**src/hw/rtl/ctt_pkg.sv**
```systemverilog
package ctt_pkg;
	localparam int MAX_ROWS     = 64;
	localparam int MAX_SIDES    = 256;
	localparam int FRAC_BITS    = 14;
	localparam int CORDIC_STEPS = 30;
	localparam logic signed [33:0] CORDIC_GAIN = 34'sd652032874;

	typedef enum logic [1:0] {
		FUNC_SIDE   = 2'd0,
		FUNC_TOP    = 2'd1,
		FUNC_BOTTOM = 2'd2,
		FUNC_BAD    = 2'd3
	} func_t;

	localparam logic [1:0] CFG_ROWS   = 2'd0;
	localparam logic [1:0] CFG_SIDES  = 2'd1;
	localparam logic [1:0] CFG_RADIUS = 2'd2;

	// Rotation state handed from one CORDIC cell to the next.
	typedef struct packed {
		logic               vld;
		logic signed [33:0] x0;
		logic signed [33:0] y0;
		logic signed [33:0] z0;
		logic signed [33:0] x1;
		logic signed [33:0] y1;
		logic signed [33:0] z1;
	} rot_t;

	// Tile description carried alongside the rotations.
	typedef struct packed {
		logic               bad;
		logic [1:0]         func;
		logic [1:0]         quad0;
		logic [1:0]         quad1;
		logic signed [16:0] rad_in;
		logic signed [16:0] rad_out;
		logic signed [16:0] hgt_top;
		logic signed [16:0] hgt_bot;
	} tile_t;

	function automatic logic signed [33:0] atan_turn(input int i);
		logic signed [33:0] t [CORDIC_STEPS];
		t = '{34'sd536870912, 34'sd316933406, 34'sd167458907, 34'sd85004756,
			34'sd42667331, 34'sd21354465, 34'sd10679838, 34'sd5340245,
			34'sd2670163, 34'sd1335087, 34'sd667544, 34'sd333772, 34'sd166886,
			34'sd83443, 34'sd41722, 34'sd20861, 34'sd10430, 34'sd5215, 34'sd2608,
			34'sd1304, 34'sd652, 34'sd326, 34'sd163, 34'sd81, 34'sd41, 34'sd20,
			34'sd10, 34'sd5, 34'sd3, 34'sd1};
		return t[i];
	endfunction

	function automatic logic [15:0] sat16(input logic signed [47:0] v);
		if (v > 48'sd32767) return 16'h7fff;
		if (v < -48'sd32768) return 16'h8000;
		return v[15:0];
	endfunction
endpackage

```
**src/hw/rtl/ctt_div.sv**
```systemverilog
// Restoring divider, one quotient bit per cell, fully pipelined.
module ctt_div import ctt_pkg::*; #(
	parameter int NW = 40,
	parameter int DW = 12,
	parameter int TW = 8
) (
	input  logic          clk,
	input  logic          arst_n,
	input  logic [NW-1:0] num,
	input  logic [DW-1:0] den,
	input  logic [TW-1:0] tag_in,
	output logic [NW-1:0] quo,
	output logic [TW-1:0] tag_out
);
	logic [NW-1:0] q_q [NW+1];
	logic [DW-1:0] r_q [NW+1];
	logic [NW-1:0] n_q [NW+1];
	logic [DW-1:0] d_q [NW+1];
	logic [TW-1:0] t_q [NW+1];

	always_comb begin
		q_q[0] = '0;
		r_q[0] = '0;
		n_q[0] = num;
		d_q[0] = den;
		t_q[0] = tag_in;
	end

	for (genvar i = 0; i < NW; i++) begin : g_cell
		logic [DW:0] trial;
		assign trial = {r_q[i], n_q[i][NW-1-i]};
		always_ff @(posedge clk or negedge arst_n) begin
			if (!arst_n) begin
				t_q[i+1] <= '0;
			end else begin
				t_q[i+1] <= t_q[i];
			end
		end
		always_ff @(posedge clk) begin
			n_q[i+1] <= n_q[i];
			d_q[i+1] <= d_q[i];
			if (trial >= {1'b0, d_q[i]}) begin
				r_q[i+1] <= DW'(trial - {1'b0, d_q[i]});
				q_q[i+1] <= q_q[i] | (NW'(1) << (NW-1-i));
			end else begin
				r_q[i+1] <= trial[DW-1:0];
				q_q[i+1] <= q_q[i];
			end
		end
	end

	assign quo     = q_q[NW];
	assign tag_out = t_q[NW];
endmodule

```
**config.mk**
```make
export PLATFORM = sky130hd
export DESIGN_NAME = ctt_div
export DESIGN_NICKNAME = d
export VERILOG_FILES = /design/src/hw/rtl/ctt_pkg.sv /design/src/hw/rtl/ctt_div.sv
export SDC_FILE = /design/constraint.sdc
export NUM_CORES = 2
export LEC_CHECK = 0
export BUFFER_PORTS_ARGS = -buffer_cell sky130_fd_sc_hd__buf_2
export CORE_MARGIN = 1.5
export CORE_UTILIZATION = 55
export DETAILED_ROUTE_END_ITERATION = 8
export GPL_TIMING_DRIVEN = 0
export PLACE_DENSITY = 0.72
export SETUP_SLACK_MARGIN = 0.15
export SYNTH_ARGS = -nofsm -noshare
export SYNTH_HDL_FRONTEND = slang
export SYNTH_SLANG_ARGS = --single-unit
```
**constraint.sdc**
```tcl
create_clock -name clk -period 2.4 [get_ports clk]
set_input_delay 0.24 -clock clk [delete_from_list [all_inputs] [get_ports clk]]
set_output_delay 0.24 -clock clk [all_outputs]
set_load 0.02 [all_outputs]
```
# [Word level (Yosys, flattened, before mapping)]
# Index checks and enable logic that the tools add are counted.
[op_classes] add_sub_neg=39 n_lt_le_gt_ge=40 muxes=40
[ops] operator="greater-or-equal comparator 13 x 12 -> 1 bit" n=39
[ops] operator="2-to-1 mux 12 bit" n=38
[ops] operator="subtractor 12 bit" n=38
[ops] operator="2-to-1 mux 40 bit" n=1
[ops] operator="greater-or-equal comparator 1 x 12 -> 1 bit" n=1
[ops] operator="subtractor 1 x 12 -> 12 bit" n=1
[ops] operator="2-to-1 mux 1 bit" n=1
[totals] reg_bits=3636

# [Logic depth before layout (Yosys ltp)]
[depth] depth_word=2 depth_mapped=11

# [Worst setup path after synthesis]
# No wires, ideal clock.
[synth_path] path_type="register to register" startpoint="reg d_q[376] (netlist name)" endpoint="reg r_q, in the netlist g_cell[10].trial[10]" arrival_time_ns=2.349 required_ns=2.279 slack_ns=-0.070 path_stages_with_launch=11 path_buffers=1 cell_sequence="dfxtp_1 > inv_1 > ha_1 > a21o_1 > a31oi_1 > o21ai_1 > o21ai_0 > a21oi_1 > a2111oi_4 > buf_4 > mux2_2"
[synth_via] elab_chain_len=2
[synth_rtl] item="start, declared" line_no="ctt_div.sv:18" rtl="logic [DW-1:0] d_q [NW+1];"
[synth_rtl] item="start signal, assigned by index" line_no="ctt_div.sv:41" rtl="d_q[i+1] <= d_q[i];"
[synth_rtl] item="subtractor 12 bit / greater-or-equal comparator 13 x 12 -> 1 bit (equally long branches)" line_no="ctt_div.sv:43, ctt_div.sv:42"
[synth_rtl] item="2-to-1 mux 12 bit (*)" line_no="ctt_div.sv:42" rtl="if (trial >= {1'b0, d_q[i]}) begin"
[synth_rtl] item="end signal, assigned by index" line_no="ctt_div.sv:43" rtl="r_q[i+1] <= DW'(trial - {1'b0, d_q[i]});"
[synth_rtl] item="end signal, assigned by index" line_no="ctt_div.sv:46" rtl="r_q[i+1] <= trial[DW-1:0];"
[synth_rtl] item="end, declared" line_no="ctt_div.sv:16" rtl="logic [DW-1:0] r_q [NW+1];"
# Every way passes the cells marked *; elsewhere a longest branch is shown, timed or not.
# A chain may end at the register's enable or synchronous reset.

# [Final worst setup path]
[layout_path] startpoint="reg d_q[63] (netlist name)" endpoint="reg r_q, in the netlist g_cell[36].trial[10]"
# Same word-level chain as after synthesis.

==> flow_metrics.py <==
metrics = {
    "global_routing": {
        "grt_max_degree": 114,
        "grt_pass1_wl_mm": 237,
        "grt_overflow": 0,
        "track_usage_pct": 17.7,
        "grt_pass1_vias": 48900,
        "antenna_found_initial": 3,
    },
    "placement": {
        "port_buffers": 109,
        "dp_hpwl_mm": 87.7,
        "dpl_cell_area_um2": 90600,
        "gp_congestion": 0.862,
    },
    "floorplan": {
        "fp.dieW_um": 400,
        "dieArea_um2": 160000,
        "core.rowCount": 145,
        "ios": 110,
        "initial_core_util_pct": 55.5,
        "design.core.area_um2": 156000,
        "dieHeight_um": 400,
    },
    "yosys": {
        "ys_seq_elements": 2856,
        "async_reset_ff_share_pct": 11.2,
        "yosysSeqAreaShare_pct": 67.7,
        "yosysTopAreaCellShare_pct": 58.5,
        "ys.warnings.count": 0,
        "ys.flop_type": "dfxtp_1",
        "synth_area_um2": 86800,
        "netlist_instances": 6535,
        "synth-edff-count": 0,
        "synth.avg_cell_area_um2": 13.3,
        "synth_area_leader_cell": "dfxtp_1",
        "synth_nets": 7105,
        "yosysUniqueCellTypes": 57,
        "yosys-top-cells-area": "dfxtp_1 (58%), dfrtp_1 (9.2%), ha_1 (6.8%)",
    },
    "routing": {
        "via_count": 47500,
        "drtIter0Drc": 1900,
        "firstDrtPassIters": 5,
        "routedWlPerCell_um": 15.0,
        "avgViaCountPerCell": 4.89,
        "drc": 0,
        "wirelength_mm": 146,
        "postRouteAntennaNets": 0,
    },
    "worst_setup_path": {
        "cp-end-kind": "flip-flop",
        "critPathLaunchType": "flip-flop",
        "worst_ep_required_time_ps": 3150,
        "path_class": "flip-flop to flip-flop",
        "crit_fanout": 4,
        "crit_path_max_incr_delay_ps": 330,
        "crit_chain": "inv_2 -> ha_4 -> and2_4 -> a221o_1 -> a31o_1 -> a41o_1 -> a31oi_4 -> o21ai_4 -> clkbuf_16 -> mux2_4",
        "cp_slowest_cell": "dfxtp_2",
        "critPathTopFamily": "compound AO/OA/AOI/OAI gates",
        "cp.buffers_inverters": 2,
        "worstPathArrival_ps": 3170,
    },
    "sta": {
        "hold_viol": 0,
        "relSlewSlack_pct": 39.8,
        "period_needed_ps": 2420,
        "setup_tns_ps": -53.8,
        "finalSetupViolCount": 7,
        "max_freq_ghz": 0.413,
        "fin_worst_skew_ps": 60.8,
        "min_period_over_period_pct": 101,
        "rsz0062_at_grt": "yes",
        "worst_pin_slew_ps": 903,
        "slew_viol_final": 0,
        "worst_slack_ps": -19.9,
    },
    "power_and_ir_drop": {
        "p_seq_share_pct": 38.9,
        "clockPowerShare_pct": 27.9,
        "finalPower_mw": 159,
        "p_comb_share_pct": 33.2,
        "p_int_mw": 114,
        "leakage_nw": 49.6,
        "power.density_nw_per_um2": 1450,
        "p_sw_share_pct": 28.0,
        "switchingPower_mw": 44.4,
        "vdd_drop_max_mv": 0.868,
    },
    "clocking": {
        "clkTransAtPathRegs_ps": 60,
        "cts_max_path_buffers": 4,
        "insertion_delay_ps": 880,
        "ctsRootBufferMaster": "clkbuf_16",
        "cts_tree": "built",
        "clock_sinks": 2856,
        "cts_buffers": 288,
        "htree_levels": 5,
    },
    "status": {
        "status": "finished, violations left",
        "failed_checks": "negative setup slack",
    },
    "finish": {
        "utilization_pct": 70.0,
        "area_delta_synth_final_pct": 26.1,
        "drive_above_1_share_pct": 29.5,
        "nNetsFinal": 8034,
        "final_area_um2": 109000,
    },
    "job": {
        "cap_violations": 0,
    },
    "hold_path": {
        "hp-class": "input pin to flip-flop",
    },
}
cell families after synthesis:
logic type | synth area share (%)
flops | 67.7
compound gates | 7.73
simple gates | 4.22
buf+inv | 3.42
fa+ha+maj | 7.65
mux | 5.87
xor+xnor | 3.41
worst paths after layout:
| path | startpoint | to | slack (ps) | depth (start not counted) |
|---|---|---|---|---|
| min reg2reg | q_q[1517] | q_q[1477] | 280 | 0 |
| min | den[9] | d_q[477] | 100 | 2 |
| max in group asynchronous | arst_n | t_q[309] | 780 | 4 |
| min in group asynchronous | arst_n | tag_out[2] | 530 | 3 |
| max reg2reg | d_q[63] | g_cell[36].trial[10] | -20 | 10 |
| max | d_q[63] | g_cell[36].trial[10] | -20 | 10 |
layout make-up:
| type | count | area (um^2) |
|---|---|---|
| repair buffers | 639 | 5190 |
| diodes | 2 | 5.00 |
| multi-input cells | 2972 | 29900 |
| clock buffers | 401 | 8270 |
| plain buffers | 120 | 996 |
| well taps | 2058 | 2570 |
| fillers | 10300 | 46900 |
| flip-flops and latches | 2856 | 59100 |
| inverters | 587 | 2210 |
| clock inverters | 94 | 1290 |
worst reg2reg max path, delay by kind of cell (launching register included):
| kind | cells | cell delay (ps) |
|---|---|---|
| multiplexers | 1 | 280 |
| AND/OR/NAND/NOR | 1 | 160 |
| flip-flops | 1 | 330 |
| adder cells (fa/ha/maj) | 1 | 210 |
| buffers and inverters | 2 | 230 |
| AO/OA/AOI/OAI | 5 | 1080 |
power by group through the flow:
stage / sequential [mW] / clock [mW] / combinational, mW
2_1_floorplan: 60.6 / 0 / 30.9
4_1_cts: 61.7 / 45.5 / 48.3
3_5_place_dp: 62.1 / 0 / 37.6
5_1_grt: 62.6 / 47.5 / 56.9
6_report: 61.7 / 44.3 / 52.7
3_3_place_gp: 61.9 / 0 / 36.6
flip-flops by register name, summed over array words and instances (netlist names):
signal and flops:
q_q 780, n_q 741, g_cell.trial 507, d_q 468
t_q 312, quo 40, tag_out 8
cells in the mapped netlist (all sizes together) (4+ instances only):
| cell | instances |
|---|---|
| a2111oi | 52 |
| a21boi | 40 |
| a21o | 277 |
| a21oi | 264 |
| a311o | 16 |
| a31o | 4 |
| a31oi | 76 |
| and2 | 34 |
| and3 | 36 |
| buf | 85 |
| clkbuf | 35 |
| dfrtp | 320 |
| dfxtp | 2536 |
| fa | 38 |
| ha | 470 |
| inv | 587 |
| mux2 | 369 |
| mux2i | 91 |
| nand2 | 126 |
| nand2b | 41 |
| nand3 | 94 |
| nand4 | 6 |
| nor2 | 222 |
| nor2b | 98 |
| nor3 | 33 |
| nor4 | 4 |
| nor4b | 17 |
| o211ai | 13 |
| o21a | 11 |
| o21ai | 130 |
| o311ai | 20 |
| o31a | 10 |
| o31ai | 4 |
| or4b | 14 |
| xnor2 | 221 |
| xor2 | 117 |
stage by stage:
step / hold WS, ps / instances / setup WS, ps
4_1_cts: 10.7 / 9641 / -9.31
6_report: 95.0 / 9729 / -19.9
5_1_grt: 28.3 / 9727 / -97.0
3_5_place_dp: 312 / 8704 / -547
2_1_floorplan: -55.6 / 6535 / 138
3_3_place_gp: 310 / 8702 / -4830
cells in the final DEF (no fill, tap or decap), types with 60 or more instances in the layout:
cell,n
nor2b_1,88
o21ai_2,61
clkbuf_1,72
buf_4,390
nand2_1,124
nand3_1,86
xnor2_1,221
a21oi_1,157
inv_2,60
dfrtp_1,320
dfxtp_2,212
buf_6,88
ha_1,295
dlygate4sd3_1,119
a21oi_2,105
xor2_1,117
dfxtp_1,2316
mux2i_1,83
a21o_1,277
nor2_1,219
clkbuf_16,298
inv_1,525
mux2_4,329
buf_2,112
ha_4,146
metal layers:
| metal | vias up | GRT usage [%] | share of wire, % |
|---|---|---|---|
| met2 | 842 | 30.8 | 49 |
| met4 | 0 | 7.81 | 3.7 |
| li1 | 23700 | - | - |
| met5 | - | 0 | 0 |
| met3 | 424 | 3.22 | 3.5 |
| met1 | 22600 | 21.5 | 43 |
repair_timing:
action,CTS,global route
hold buffers,120,0
endpoints found under the setup margin,485,492
endpoints found under the hold margin,184,0
setup buffers,290,85
cloned,32,2
gates resized for setup,943,419
pin swaps,265,171
(Power assumes the default switching activity.)
