### config.mk
export PLATFORM = sky130hd
export DESIGN_NAME = ctt_cordic_cell
export DESIGN_NICKNAME = d
export VERILOG_FILES = /design/src/hw/rtl/ctt_pkg.sv /design/src/hw/rtl/ctt_cordic_cell.sv
export SDC_FILE = /design/constraint.sdc
export NUM_CORES = 1
export LEC_CHECK = 0
export BUFFER_PORTS_ARGS = -buffer_cell sky130_fd_sc_hd__buf_4
export CORE_AREA = 5 5 198 200
export DETAILED_ROUTE_END_ITERATION = 8
export DIE_AREA = 0 0 203 205
export GPL_ROUTABILITY_DRIVEN = 0
export PLACE_DENSITY = 0.75
export SYNTH_ARGS = -nofsm -noshare
export SYNTH_HDL_FRONTEND = slang
export SYNTH_SLANG_ARGS = --single-unit
### constraint.sdc
create_clock -name clk -period 1 [get_ports clk]
set_input_delay 0.15 -clock clk [delete_from_list [all_inputs] [get_ports clk]]
set_output_delay 0.15 -clock clk [all_outputs]
set_load 0.03 [all_outputs]
### src/hw/rtl/ctt_pkg.sv
package ctt_pkg;
	localparam int MAX_ROWS     = 64;
	localparam int MAX_SIDES    = 256;
	localparam int FRAC_BITS    = 14;
	localparam int CORDIC_STEPS = 30;
	localparam logic signed [33:0] CORDIC_GAIN = 34'sd652032874;

	typedef enum logic [1:0] {
		FUNC_SIDE   = 2'd0,
		FUNC_TOP    = 2'd1,
		FUNC_BOTTOM = 2'd2,
		FUNC_BAD    = 2'd3
	} func_t;

	localparam logic [1:0] CFG_ROWS   = 2'd0;
	localparam logic [1:0] CFG_SIDES  = 2'd1;
	localparam logic [1:0] CFG_RADIUS = 2'd2;

	// Rotation state handed from one CORDIC cell to the next.
	typedef struct packed {
		logic               vld;
		logic signed [33:0] x0;
		logic signed [33:0] y0;
		logic signed [33:0] z0;
		logic signed [33:0] x1;
		logic signed [33:0] y1;
		logic signed [33:0] z1;
	} rot_t;

	// Tile description carried alongside the rotations.
	typedef struct packed {
		logic               bad;
		logic [1:0]         func;
		logic [1:0]         quad0;
		logic [1:0]         quad1;
		logic signed [16:0] rad_in;
		logic signed [16:0] rad_out;
		logic signed [16:0] hgt_top;
		logic signed [16:0] hgt_bot;
	} tile_t;

	function automatic logic signed [33:0] atan_turn(input int i);
		logic signed [33:0] t [CORDIC_STEPS];
		t = '{34'sd536870912, 34'sd316933406, 34'sd167458907, 34'sd85004756,
			34'sd42667331, 34'sd21354465, 34'sd10679838, 34'sd5340245,
			34'sd2670163, 34'sd1335087, 34'sd667544, 34'sd333772, 34'sd166886,
			34'sd83443, 34'sd41722, 34'sd20861, 34'sd10430, 34'sd5215, 34'sd2608,
			34'sd1304, 34'sd652, 34'sd326, 34'sd163, 34'sd81, 34'sd41, 34'sd20,
			34'sd10, 34'sd5, 34'sd3, 34'sd1};
		return t[i];
	endfunction

	function automatic logic [15:0] sat16(input logic signed [47:0] v);
		if (v > 48'sd32767) return 16'h7fff;
		if (v < -48'sd32768) return 16'h8000;
		return v[15:0];
	endfunction
endpackage

### src/hw/rtl/ctt_cordic_cell.sv
// One rotation step for both wedge edges.
module ctt_cordic_cell import ctt_pkg::*; #(
	parameter int STEP = 0
) (
	input  logic clk,
	input  logic arst_n,
	input  rot_t rot_in,
	output rot_t rot_out
);
	function automatic logic signed [33:0] fsh(input logic signed [33:0] v);
		return v >>> STEP;
	endfunction

	rot_t nxt;
	always_comb begin
		nxt = rot_in;
		if (rot_in.z0 >= 0) begin
			nxt.x0 = rot_in.x0 - fsh(rot_in.y0);
			nxt.y0 = rot_in.y0 + fsh(rot_in.x0);
			nxt.z0 = rot_in.z0 - atan_turn(STEP);
		end else begin
			nxt.x0 = rot_in.x0 + fsh(rot_in.y0);
			nxt.y0 = rot_in.y0 - fsh(rot_in.x0);
			nxt.z0 = rot_in.z0 + atan_turn(STEP);
		end
		if (rot_in.z1 >= 0) begin
			nxt.x1 = rot_in.x1 - fsh(rot_in.y1);
			nxt.y1 = rot_in.y1 + fsh(rot_in.x1);
			nxt.z1 = rot_in.z1 - atan_turn(STEP);
		end else begin
			nxt.x1 = rot_in.x1 + fsh(rot_in.y1);
			nxt.y1 = rot_in.y1 - fsh(rot_in.x1);
			nxt.z1 = rot_in.z1 + atan_turn(STEP);
		end
	end

	always_ff @(posedge clk or negedge arst_n) begin
		if (!arst_n) begin
			rot_out <= '0;
		end else begin
			rot_out <= nxt;
		end
	end
endmodule

==> flow_summary_export.csv, run 1 <==
group,metric,value,unit
cts,cts_buffer_depth,3,
outcome,outcome,"stopped before the end",
logic_synthesis,syn_nets,2449,
logic_synthesis,async_flop_share,1.00,
grt,overflow,966,
logic_synthesis,avgSynthCellArea,8.35,sq um
logic_synthesis,synthMuxAreaShare,0.0166,
logic_synthesis,yosysMostFrequentCell,"a21oi_1",
floorplan,start_util,0.454,
cts,clock_sinks,203,
logic_synthesis,synth_common_cells,"a21oi_1, ha_1, inv_1",
placed_design,place_hpwl,58200,microns
floorplan,rows,71,
cts,cts_buffers,24,
floorplan,io_pins,412,
cts,cts_htree_levels,1,
logic_synthesis,synth_xor_area_frac,0.0704,
logic_synthesis,synth_cell_types,71,
logic_synthesis,synth-compound-area-share,0.241,
outcome,error,"[ERROR GRT-0232] Routing congestion too high. Check the congestion heatmap in the GUI.",
logic_synthesis,netlist_instances,2026,
grt,grt_max_degree,67,
logic_synthesis,synth_area,0.0169,sq mm
floorplan,die_x,203,microns
grt,grt_usage,0.839,
logic_synthesis,yosys.area_share.simple,0.137,
logic_synthesis,synth.ff_latch_count,203,
logic_synthesis,yosys.area.top_type_share,0.300,
floorplan,die_h,205,microns
timing,worstEndpointType,"sequential cell input",
logic_synthesis,ys_seq_area_frac,0.300,
timing,crit_endpoint,"rot_out[167]$_DFF_PN0_/D",
cts,cts_root_buf,"clkbuf_16",
logic_synthesis,synth_edf_count,0,
logic_synthesis,yosysWarnings,0,
placed_design,numPortBuffers,411,
logic_synthesis,synth_top_family_by_area,"compound AO/OA/AOI/OAI gates",
logic_synthesis,ys.flop_type,"dfrtp_1",
logic_synthesis,yosys.area.top_type,"dfrtp_1",
outcome,failed_stage,"5_1_grt",
logic_synthesis,synthAdderAreaFrac,0.163,
logic_synthesis,synthTopCellsByArea,"dfrtp_1, ha_1, a21oi_1",
repair_timing:
item | in CTS
setup endpoints to repair | 345
hold endpoints to repair | 271
gates cloned | 15
pin swaps | 301
setup buffers | 130
gates resized for setup | 764
hold buffers | 67
layer usage:
layer / global-route usage / GRT overflow
met5: 0.457 / 12
met1: 0.785 / 16
met2: 1.02 / 621
met4: 0.883 / 286
met3: 0.711 / 31
logic make-up after synthesis:
group	count (synthesis)
AOI/OAI and AO/OA	659
and+or+nand+nor	481
buffers and inverters	303
adders and majority gates	216
DFF	203
xor gates and xnor gates	136
muxes	28
stage by stage:
step | setup slack [ns] | area [sq um] | hold WS [ns] | std cells | util
floorplan | -1.39 | 18600 | -0.146 | 2026 | -
global placement | -1.74 | 26500 | 0.0232 | 3454 | 0.711
detailed placement | -1.88 | 26500 | 0.0229 | 3454 | 0.711
CTS | -1.05 | 32500 | -0.0305 | 3699 | 0.874
==> inputs of run 2 (changes only) <==
- CORE_AREA: 5 5 198 200 -> 5 5 240 242
- DIE_AREA: 0 0 203 205 -> 0 0 245 247
- PLACE_DENSITY: 0.75 -> default
- PLACE_DENSITY_LB_ADDON: default -> 0.15
==> flow_summary_export.csv, run 2 <==
group,metric,value,unit
grt,grt_usage,0.252,
power,p_sw_frac,0.388,
floorplan,die_x,245,microns
power,power_switching,17.4,mW
logic_synthesis,yosysMostFrequentCell,"a21oi_1",
cts,cts_buffers,27,
logic_synthesis,synth.ff_latch_count,203,
drt,wl_met1,32200,microns
finish,mostFrequentLayoutCells,"buf_4, buf_6, dfrtp_1, inv_1, a21oi_1",
drt,drc,0,
worst_setup_path,worstPathRequired,1.46,ns
cts,path_clk_slew,0.06,ns
power,power.density,1290,mW/mm^2
placed_design,numPortBuffers,411,
timing,period_needed,2.11,ns
worst_setup_path,path_common_cell,"a21boi_2",
finish,reg_top3,"rot_out: 203 flops",
drt,top_layer,"met5",
drt,vias,20819,
logic_synthesis,syn_nets,2449,
worst_setup_path,worst-path-max-fanout,3,
power,power.share.clock,0.230,
logic_synthesis,yosys.area.top_type_share,0.300,
grt,grt_max_degree,49,
logic_synthesis,synthTopCellsByArea,"dfrtp_1, ha_1, a21oi_1",
logic_synthesis,ys_seq_area_frac,0.300,
logic_synthesis,yosysWarnings,0,
timing,hold_violations,0,
min_path,hold_path.class,"in2reg",
floorplan,rows,86,
power,p_comb_frac,0.534,
cts,cts_htree_levels,1,
worst_setup_path,critPathArrivalTime,2.57,ns
cts,cts_buffer_depth,3,
outcome,violations,"setup timing",
power,power_frac_seq,0.236,
finish,regMostFlops,"rot_out",
logic_synthesis,synth-compound-area-share,0.241,
grt,overflow,0,
finish,syn2layout_area_growth,106,%
timing,slew_viol_final,0,
logic_synthesis,synth_cell_types,71,
cts,cts_tree,"built",
drt,drt_iter0_markers,1357,
finish,nFillCells,4336,
logic_synthesis,synth_edf_count,0,
drt,dr_wl_met3,5550,microns
drt,viasPerCell,5.14,
power,vdd_drop_max,1.58,mV
drt,ant_nets,0,
cts,clock_sinks,203,
drt,avgRoutedWirePerCell,20.4,microns
finish,layout-drive-gt1-share,0.568,
logic_synthesis,synthMuxAreaShare,0.0166,
worst_setup_path,crit_family,"simple AND/OR/NAND/NOR gates",
worst_setup_path,crit_chain,"buf_8 > clkinv_4 > ha_4 > or3_4 > nand3b_1 > nor4b_4 > o21ai_2 > a21boi_2 > buf_4 > a2bb2oi_4 > a21boi_2 > a2bb2oi_1 > xnor2_1",
worst_setup_path,end_kind,"register",
placed_design,place_hpwl,60600,microns
logic_synthesis,netlist_instances,2026,
flow_run,maxCapViolations,0,
logic_synthesis,synth_area,0.0169,sq mm
power,leakage,16.2,nW
logic_synthesis,synthAdderAreaFrac,0.163,
floorplan,io_pins,412,
logic_synthesis,avgSynthCellArea,8.35,sq um
worst_setup_path,max_stage_delay,0.39,ns
drt,drtPass1Iterations,7,
timing,period_share,2.11,
timing,rsz0062_at_grt,"yes",
power,p_int,27.5,mW
timing,final-setup-viol-count,345,
floorplan,start_util,0.308,
placed_design,place_area,0.0274,sq mm
logic_synthesis,synth_common_cells,"a21oi_1, ha_1, inv_1",
placed_design,place_ws,-2.00,ns
drt,dr_wl_met2,40700,microns
logic_synthesis,yosys.area.top_type,"dfrtp_1",
timing,layout_setup_ws,-1.11,ns
floorplan,die_h,247,microns
timing,max_freq,0.475,GHz
floorplan,coreArea,0.0549,sq mm
grt,first_global_vias,21622,
outcome,outcome,"finished with violations",
drt,drt-total-wl,82600,microns
logic_synthesis,ys.flop_type,"dfrtp_1",
finish,final_common_cell,"buf_4",
grt,grt_pass1_wl,122000,microns
grt,antenna_found_initial,9,
worst_setup_path,critPathBufInv,3,
logic_synthesis,async_flop_share,1.00,
cts,cts_root_buf,"clkbuf_16",
worst_setup_path,critPathKind,"in2reg",
logic_synthesis,synth_xor_area_frac,0.0704,
worst_setup_path,cp_slowest_cell,"or3_4",
timing,hold_ws,0.0145,ns
finish,nNetsFinal,3736,
logic_synthesis,synth_top_family_by_area,"compound AO/OA/AOI/OAI gates",
floorplan,die_area,0.0605,sq mm
finish,stdcell_area,0.0348,sq mm
finish,largest_reg_flops,203,
timing,slew_headroom,0.488,
worst_setup_path,startpoint_type,"primary input",
timing,worstMarginPinSlew,0.759,ns
logic_synthesis,yosys.area_share.simple,0.137,
[run 2: cell type report]
cell class | instances | area (sq um) | share of cell area
Multi-Input combinational cell | 1520 | 14400 | 0.415
Timing Repair Buffer | 1350 | 12500 | 0.359
Sequential cell | 203 | 5080 | 0.146
Inverter | 211 | 956 | 0.0275
Tap cell | 704 | 881 | 0.0253
Clock buffer | 35 | 716 | 0.0206
Clock inverter | 15 | 218 | 0.00626
Antenna cell | 9 | 22.5 | 0.000648
[run 2: cell families after synthesis]
group,count (synthesis)
AOI/OAI and AO/OA,659
xor gates and xnor gates,136
adders and majority gates,216
buffers and inverters,303
DFF,203
muxes,28
and+or+nand+nor,481
[run 2: path summary, 6_finish.rpt]
path	end	cells after the start	slack, ns	from
worst min-delay path	rot_out[35]	3	0.01	rot_in[69]
worst max-delay path	rot_out[64]	13	-1.11	rot_in[55]
max in group asynchronous	rot_out[61]	3	0.01	arst_n
min in group asynchronous	rot_out[52]	3	0.15	arst_n
[run 2: what timing repair did]
action / in CTS / in global routing
setup buffers: 90 / 71
endpoints found under the setup margin: 345 / 352
resized for setup: 682 / 289
cloned: 17 / 2
pin swaps: 234 / 224
hold buffers: 73 / 0
hold endpoints to repair: 276 / 0
[run 2: stage by stage]
| stage | utilization | instances | TNS, ns | total power [mW] |
|---|---|---|---|---|
| floorplan | - | 2026 | -130.84 | 20.1 |
| global placement | 0.498 | 3758 | -211.55 | 29.2 |
| detailed placement | 0.498 | 3758 | -216.90 | 29.3 |
| CTS | 0.603 | 3979 | -170.56 | 43.6 |
| global route | 0.634 | 4045 | -183.46 | 46.9 |
| finish | 0.634 | 4047 | -166.01 | 45.0 |
[run 2: power by group through the flow]
| stage | logic (mW) | clock network (mW) | registers [mW] |
|---|---|---|---|
| 5_1_grt | 25.2 | 10.9 | 10.7 |
| 3_3_place_gp | 18.7 | 0 | 10.5 |
| 3_5_place_dp | 18.8 | 0 | 10.5 |
| 2_1_floorplan | 6.88 | 0 | 13.2 |
| 6_report | 24.0 | 10.3 | 10.6 |
| 4_1_cts | 22.3 | 10.6 | 10.6 |
[run 2: per-layer routing]
layer	vias up	GRT usage
met2	860	0.440
met3	238	0.0398
met4	4	0.103
met1	10050	0.310
met5	-	0
li1	9667	-
(Power assumes the default switching activity.)
==> inputs of run 3 (changes only) <==
- REMOVE_ABC_BUFFERS: default -> 1
==> flow_summary_export.csv, run 3 (same netlist as run 2, synthesis figures left out) <==
group,metric,value,unit
min_path,min_to,"rot_out[33]",
min_path,hold_path.class,"in2reg",
grt,overflow,0,
drt,drc,0,
worst_setup_path,max_stage_delay,0.55,ns
timing,period_needed,2.21,ns
power,vdd_drop_max,1.30,mV
power,leakage,15.9,nW
floorplan,coreArea,0.0549,sq mm
floorplan,start_util,0.308,
drt,viasPerCell,5.20,
power,power.share.clock,0.213,
cts,cts_htree_levels,1,
finish,syn2layout_area_growth,104,%
flow_run,maxCapViolations,0,
cts,clock_sinks,203,
drt,drtPass1Iterations,5,
cts,cts_tree,"built",
timing,period_share,2.21,
timing,hold_violations,0,
drt,vias,20741,
worst_setup_path,crit_chain,"buf_8 > inv_4 > ha_4 > or4_4 > nor4_4 > o211a_1 > a211oi_2 > a21oi_2 > buf_4 > a311oi_4 > or4_4 > nand3_2 > xnor2_1",
cts,cts_buffer_depth,3,
timing,rsz0062_at_grt,"yes",
placed_design,place_ws,-2.26,ns
power,p_int,26.5,mW
worst_setup_path,worst-path-max-fanout,2,
timing,fin_tns_setup,-164.28,ns
finish,mostFrequentLayoutCells,"buf_4, buf_6, dfrtp_1, inv_1, a21oi_1",
placed_design,numPortBuffers,411,
drt,drt_iter0_markers,1450,
worst_setup_path,crit_family,"simple AND/OR/NAND/NOR gates",
drt,avgRoutedWirePerCell,20.5,microns
timing,slew_headroom,0.596,
cts,cts_root_buf,"clkbuf_16",
worst_setup_path,critPathBufInv,3,
worst_setup_path,critPathKind,"in2reg",
drt,drt-total-wl,81700,microns
finish,largest_reg_flops,203,
worst_setup_path,critPathArrivalTime,2.66,ns
floorplan,die_h,247,microns
worst_setup_path,cp_slowest_cell,"or4_4",
grt,antenna_found_initial,0,
grt,grt_usage,0.246,
power,p_comb_frac,0.548,
finish,final_common_cell,"buf_4",
cts,cts_buffers,26,
drt,ant_nets,0,
worst_setup_path,end_kind,"register",
power,power_frac_seq,0.239,
min_path,worstHoldStart,"rot_in[32]",
min_path,hold_path_depth,4,
power,power.density,1270,mW/mm^2
power,power_switching,17.3,mW
finish,layout-drive-gt1-share,0.568,
cts,path_clk_slew,0.06,ns
worst_setup_path,path_common_cell,"or4_4",
finish,reg_top3,"rot_out: 203 flops",
timing,worstMarginPinSlew,0.598,ns
floorplan,io_pins,412,
grt,grt_pass1_wl,120000,microns
floorplan,die_x,245,microns
timing,final-setup-viol-count,345,
timing,hold_ws,0.0267,ns
outcome,violations,"setup timing",
grt,first_global_vias,21858,
worst_setup_path,worstPathRequired,1.45,ns
finish,regMostFlops,"rot_out",
floorplan,rows,86,
finish,nNetsFinal,3685,
placed_design,place_hpwl,58300,microns
timing,layout_setup_ws,-1.21,ns
grt,grt_max_degree,41,
outcome,outcome,"finished with violations",
timing,slew_viol_final,0,
worst_setup_path,startpoint_type,"primary input",
power,p_sw_frac,0.395,
floorplan,die_area,0.0605,sq mm
finish,antennaDiodeCount,0,
timing,max_freq,0.452,GHz
## run 3: timing repair
action	CTS	global route
setup endpoints to repair	345	345
gates cloned	15	0
buffers inserted	118	53
resized for setup	798	576
endpoints found under the hold margin	274	0
pin swaps	304	246
hold buffers	71	0
## run 3: how the worst max path moves through the flow
stage                      startpoint      endpoint  slack [ns]  cells past startpoint
after floorplan           rot_in[135]  rot_out[135]       -4.91                     12
after global placement    rot_in[136]  rot_out[168]       -2.17                     13
after detailed placement  rot_in[136]  rot_out[168]       -2.26                     13
after CTS                 rot_in[148]  rot_out[203]       -1.13                     13
after global routing      rot_in[145]  rot_out[203]       -1.24                     14
final                     rot_in[147]  rot_out[203]       -1.21                     13
## run 3: stage by stage
step / std cells / utilization / power, mW / instance area, sq um
after floorplan: 1934 / - / 18.9 / 16500
after global placement: 3726 / 0.468 / 27.9 / 25700
after detailed placement: 3726 / 0.468 / 28.0 / 25700
after CTS: 3959 / 0.581 / 41.0 / 31900
after global routing: 3986 / 0.628 / 45.8 / 34400
final: 3986 / 0.628 / 43.9 / 34400
## run 3: worst min-delay path, delay by kind of cell
family        cells  cell delay [ns]
simple gates      1             0.05
fa+ha+maj         1             0.14
xor+xnor          1             0.12
buf+inv           1             0.08
## run 3: area by class of cell
| class | instances | area [sq um] |
|---|---|---|
| well taps | 704 | 881 |
| multi-input cells | 1520 | 14700 |
| fillers | 4323 | 20400 |
| inverters | 211 | 878 |
| repair buffers | 1300 | 12000 |
| clock inverters | 14 | 131 |
| clock buffers | 34 | 711 |
| flip-flops and latches | 203 | 5080 |
## run 3: routing by layer
| metal | track usage | part of all wire |
|---|---|---|
| met1 | 0.298 | 0.38 |
| met2 | 0.443 | 0.51 |
| met3 | 0.0326 | 0.066 |
| met4 | 0.0967 | 0.050 |
| met5 | 0 | 0 |
## run 3: power groups by stage
stage	sequential [mW]	combinational (mW)	clock (mW)
final	10.5	24.0	9.34
after global routing	10.6	25.2	9.96
after CTS	10.2	21.1	9.70
after detailed placement	10.3	17.7	0
after global placement	10.3	17.6	0
after floorplan	13.2	5.68	0
==> inputs of run 4 (changes only) <==
==> constraint.sdc (replaced) <==
create_clock -name clk -period 1 [get_ports clk]
set_input_delay 0.05 -clock clk [delete_from_list [all_inputs] [get_ports clk]]
set_output_delay 0.05 -clock clk [all_outputs]
set_load 0.03 [all_outputs]
==> flow_summary_export.csv, run 4 (same netlist as run 2, synthesis figures left out) <==
group,metric,value,unit
timing,period_needed,2.14,ns
finish,antennaDiodeCount,0,
worst_setup_path,end_kind,"register",
finish,regMostFlops,"rot_out",
cts,path_clk_slew,0.06,ns
power,leakage,15.8,nW
timing,final-setup-viol-count,356,
finish,reg_top3,"rot_out: 203 flops",
drt,drtPass1Iterations,6,
worst_setup_path,critPathArrivalTime,2.62,ns
min_path,min_to,"rot_out[132]",
worst_setup_path,worstPathRequired,1.48,ns
grt,grt_max_degree,62,
floorplan,coreArea,0.0549,sq mm
placed_design,numPortBuffers,411,
floorplan,die_x,245,microns
finish,mostFrequentLayoutCells,"buf_4, buf_6, dfrtp_1, inv_1, a21oi_1",
drt,viasPerCell,5.18,
worst_setup_path,crit_chain,"buf_8 > inv_4 > ha_4 > buf_6 > or4_4 > or3_4 > o31a_1 > a221oi_2 > buf_4 > nor2_4 > a21oi_2 > xnor2_1",
cts,clock_sinks,203,
finish,final_common_cell,"buf_4",
timing,slew_viol_final,0,
min_path,hold_path_depth,3,
grt,first_global_vias,21370,
timing,hold_violations,5,
cts,cts_buffers,27,
finish,nNetsFinal,3691,
worst_setup_path,startpoint_type,"primary input",
outcome,violations,"hold timing, setup timing",
floorplan,start_util,0.308,
timing,hold_ws,-0.0649,ns
worst_setup_path,cp.depth,12,
grt,overflow,0,
finish,largest_reg_flops,203,
drt,drc,0,
placed_design,place_hpwl,58200,microns
floorplan,io_pins,412,
worst_setup_path,cp_slowest_cell,"or4_4",
drt,ant_nets,0,
cts,cts_tree,"built",
worst_setup_path,critPathKind,"in2reg",
timing,slew_headroom,0.550,
power,power.density,1300,mW/mm^2
finish,stdcell_area,0.0340,sq mm
outcome,outcome,"finished with violations",
worst_setup_path,max_stage_delay,0.54,ns
finish,layout-drive-gt1-share,0.545,
power,p_total,44.3,mW
flow_run,maxCapViolations,0,
placed_design,place_area,0.0257,sq mm
grt,grt_usage,0.243,
power,vdd_drop_max,1.51,mV
worst_setup_path,worst-path-max-fanout,4,
drt,vias,20703,
grt,grt_pass1_wl,118000,microns
floorplan,rows,86,
floorplan,die_h,247,microns
worst_setup_path,critPathBufInv,4,
drt,drt_iter0_markers,1601,
cts,cts_buffer_depth,3,
floorplan,die_area,0.0605,sq mm
grt,antenna_found_initial,0,
finish,nFillCells,4442,
cts,cts_htree_levels,1,
min_path,worstHoldStart,"rot_in[132]",
placed_design,place_ws,-2.14,ns
timing,rsz0062_at_grt,"yes",
min_path,hold_path.class,"in2reg",
drt,avgRoutedWirePerCell,20.0,microns
timing,worstMarginPinSlew,0.673,ns
timing,layout_setup_ws,-1.14,ns
worst_setup_path,crit_family,"simple AND/OR/NAND/NOR gates",
drt,drt-total-wl,79800,microns
worst_setup_path,crit_path_start,"rot_in[151]",
finish,syn2layout_area_growth,101,%
timing,max_freq,0.468,GHz
cts,cts_root_buf,"clkbuf_16",
timing,period_share,2.14,
==> run 4: cell types whose count changed in the layout (fill, tap and decap cells not counted), sizes merged <==
cell / change
clkinv: +1
dlygate4sd3: +25
buf: -26
clkinvlp: -4
bufinv: +3
clkbuf: +8
==> run 4: worst max path at each step <==
| stage | endpoint | slack [ns] |
|---|---|---|
| 6_report | rot_out[159] | -1.14 |
| 5_1_grt | rot_out[203] | -1.15 |
| 4_1_cts | rot_out[159] | -1.05 |
| 3_5_place_dp | rot_out[168] | -2.14 |
| 3_3_place_gp | rot_out[168] | -2.08 |
| 2_1_floorplan | rot_out[135] | -4.81 |
==> run 4: stage by stage <==
step / hold WS, ns / setup TNS, ns / cells / utilization
after floorplan: -0.246 / -427.23 / 1934 / -
after global placement: -0.101 / -223.66 / 3725 / 0.468
after detailed placement: -0.100 / -225.87 / 3725 / 0.468
after CTS: -0.102 / -153.53 / 3968 / 0.578
after global routing: -0.0821 / -151.78 / 3993 / 0.619
final: -0.0649 / -135.10 / 3993 / 0.619
==> run 4: repair_timing <==
item | in CTS | in global routing
hold endpoints to repair | 315 | 19
hold buffers | 96 | 3
setup buffers | 99 | 41
resized for setup | 749 | 491
cloned | 12 | 4
setup endpoints to repair | 345 | 356
pin swaps | 283 | 214
==> run 4: layout make-up <==
cell class                 count  area, sq um  share of cell area
clock inverter                14          206             0.00608
tap                          704          881              0.0259
timing repair buffer        1305        12000               0.354
multi-input combinational   1520        14200               0.417
clock buffer                  36          749              0.0221
inverter                     211          862              0.0254
sequential                   203         5080               0.150
==> run 4: report_power, final <==
group | leakage [nW] | total [mW] | internal [mW] | switching [mW]
clock network | 0.467 | 10.4 | 6.34 | 4.08
registers | 2.36 | 10.5 | 9.66 | 0.835
logic | 13.0 | 23.4 | 11.3 | 12.1
==> run 4: layer usage <==
layer	routed length, microns	global-route usage
met1	31200	0.295
met3	4970	0.0349
met4	3650	0.0950
met2	40000	0.433
met5	0	0
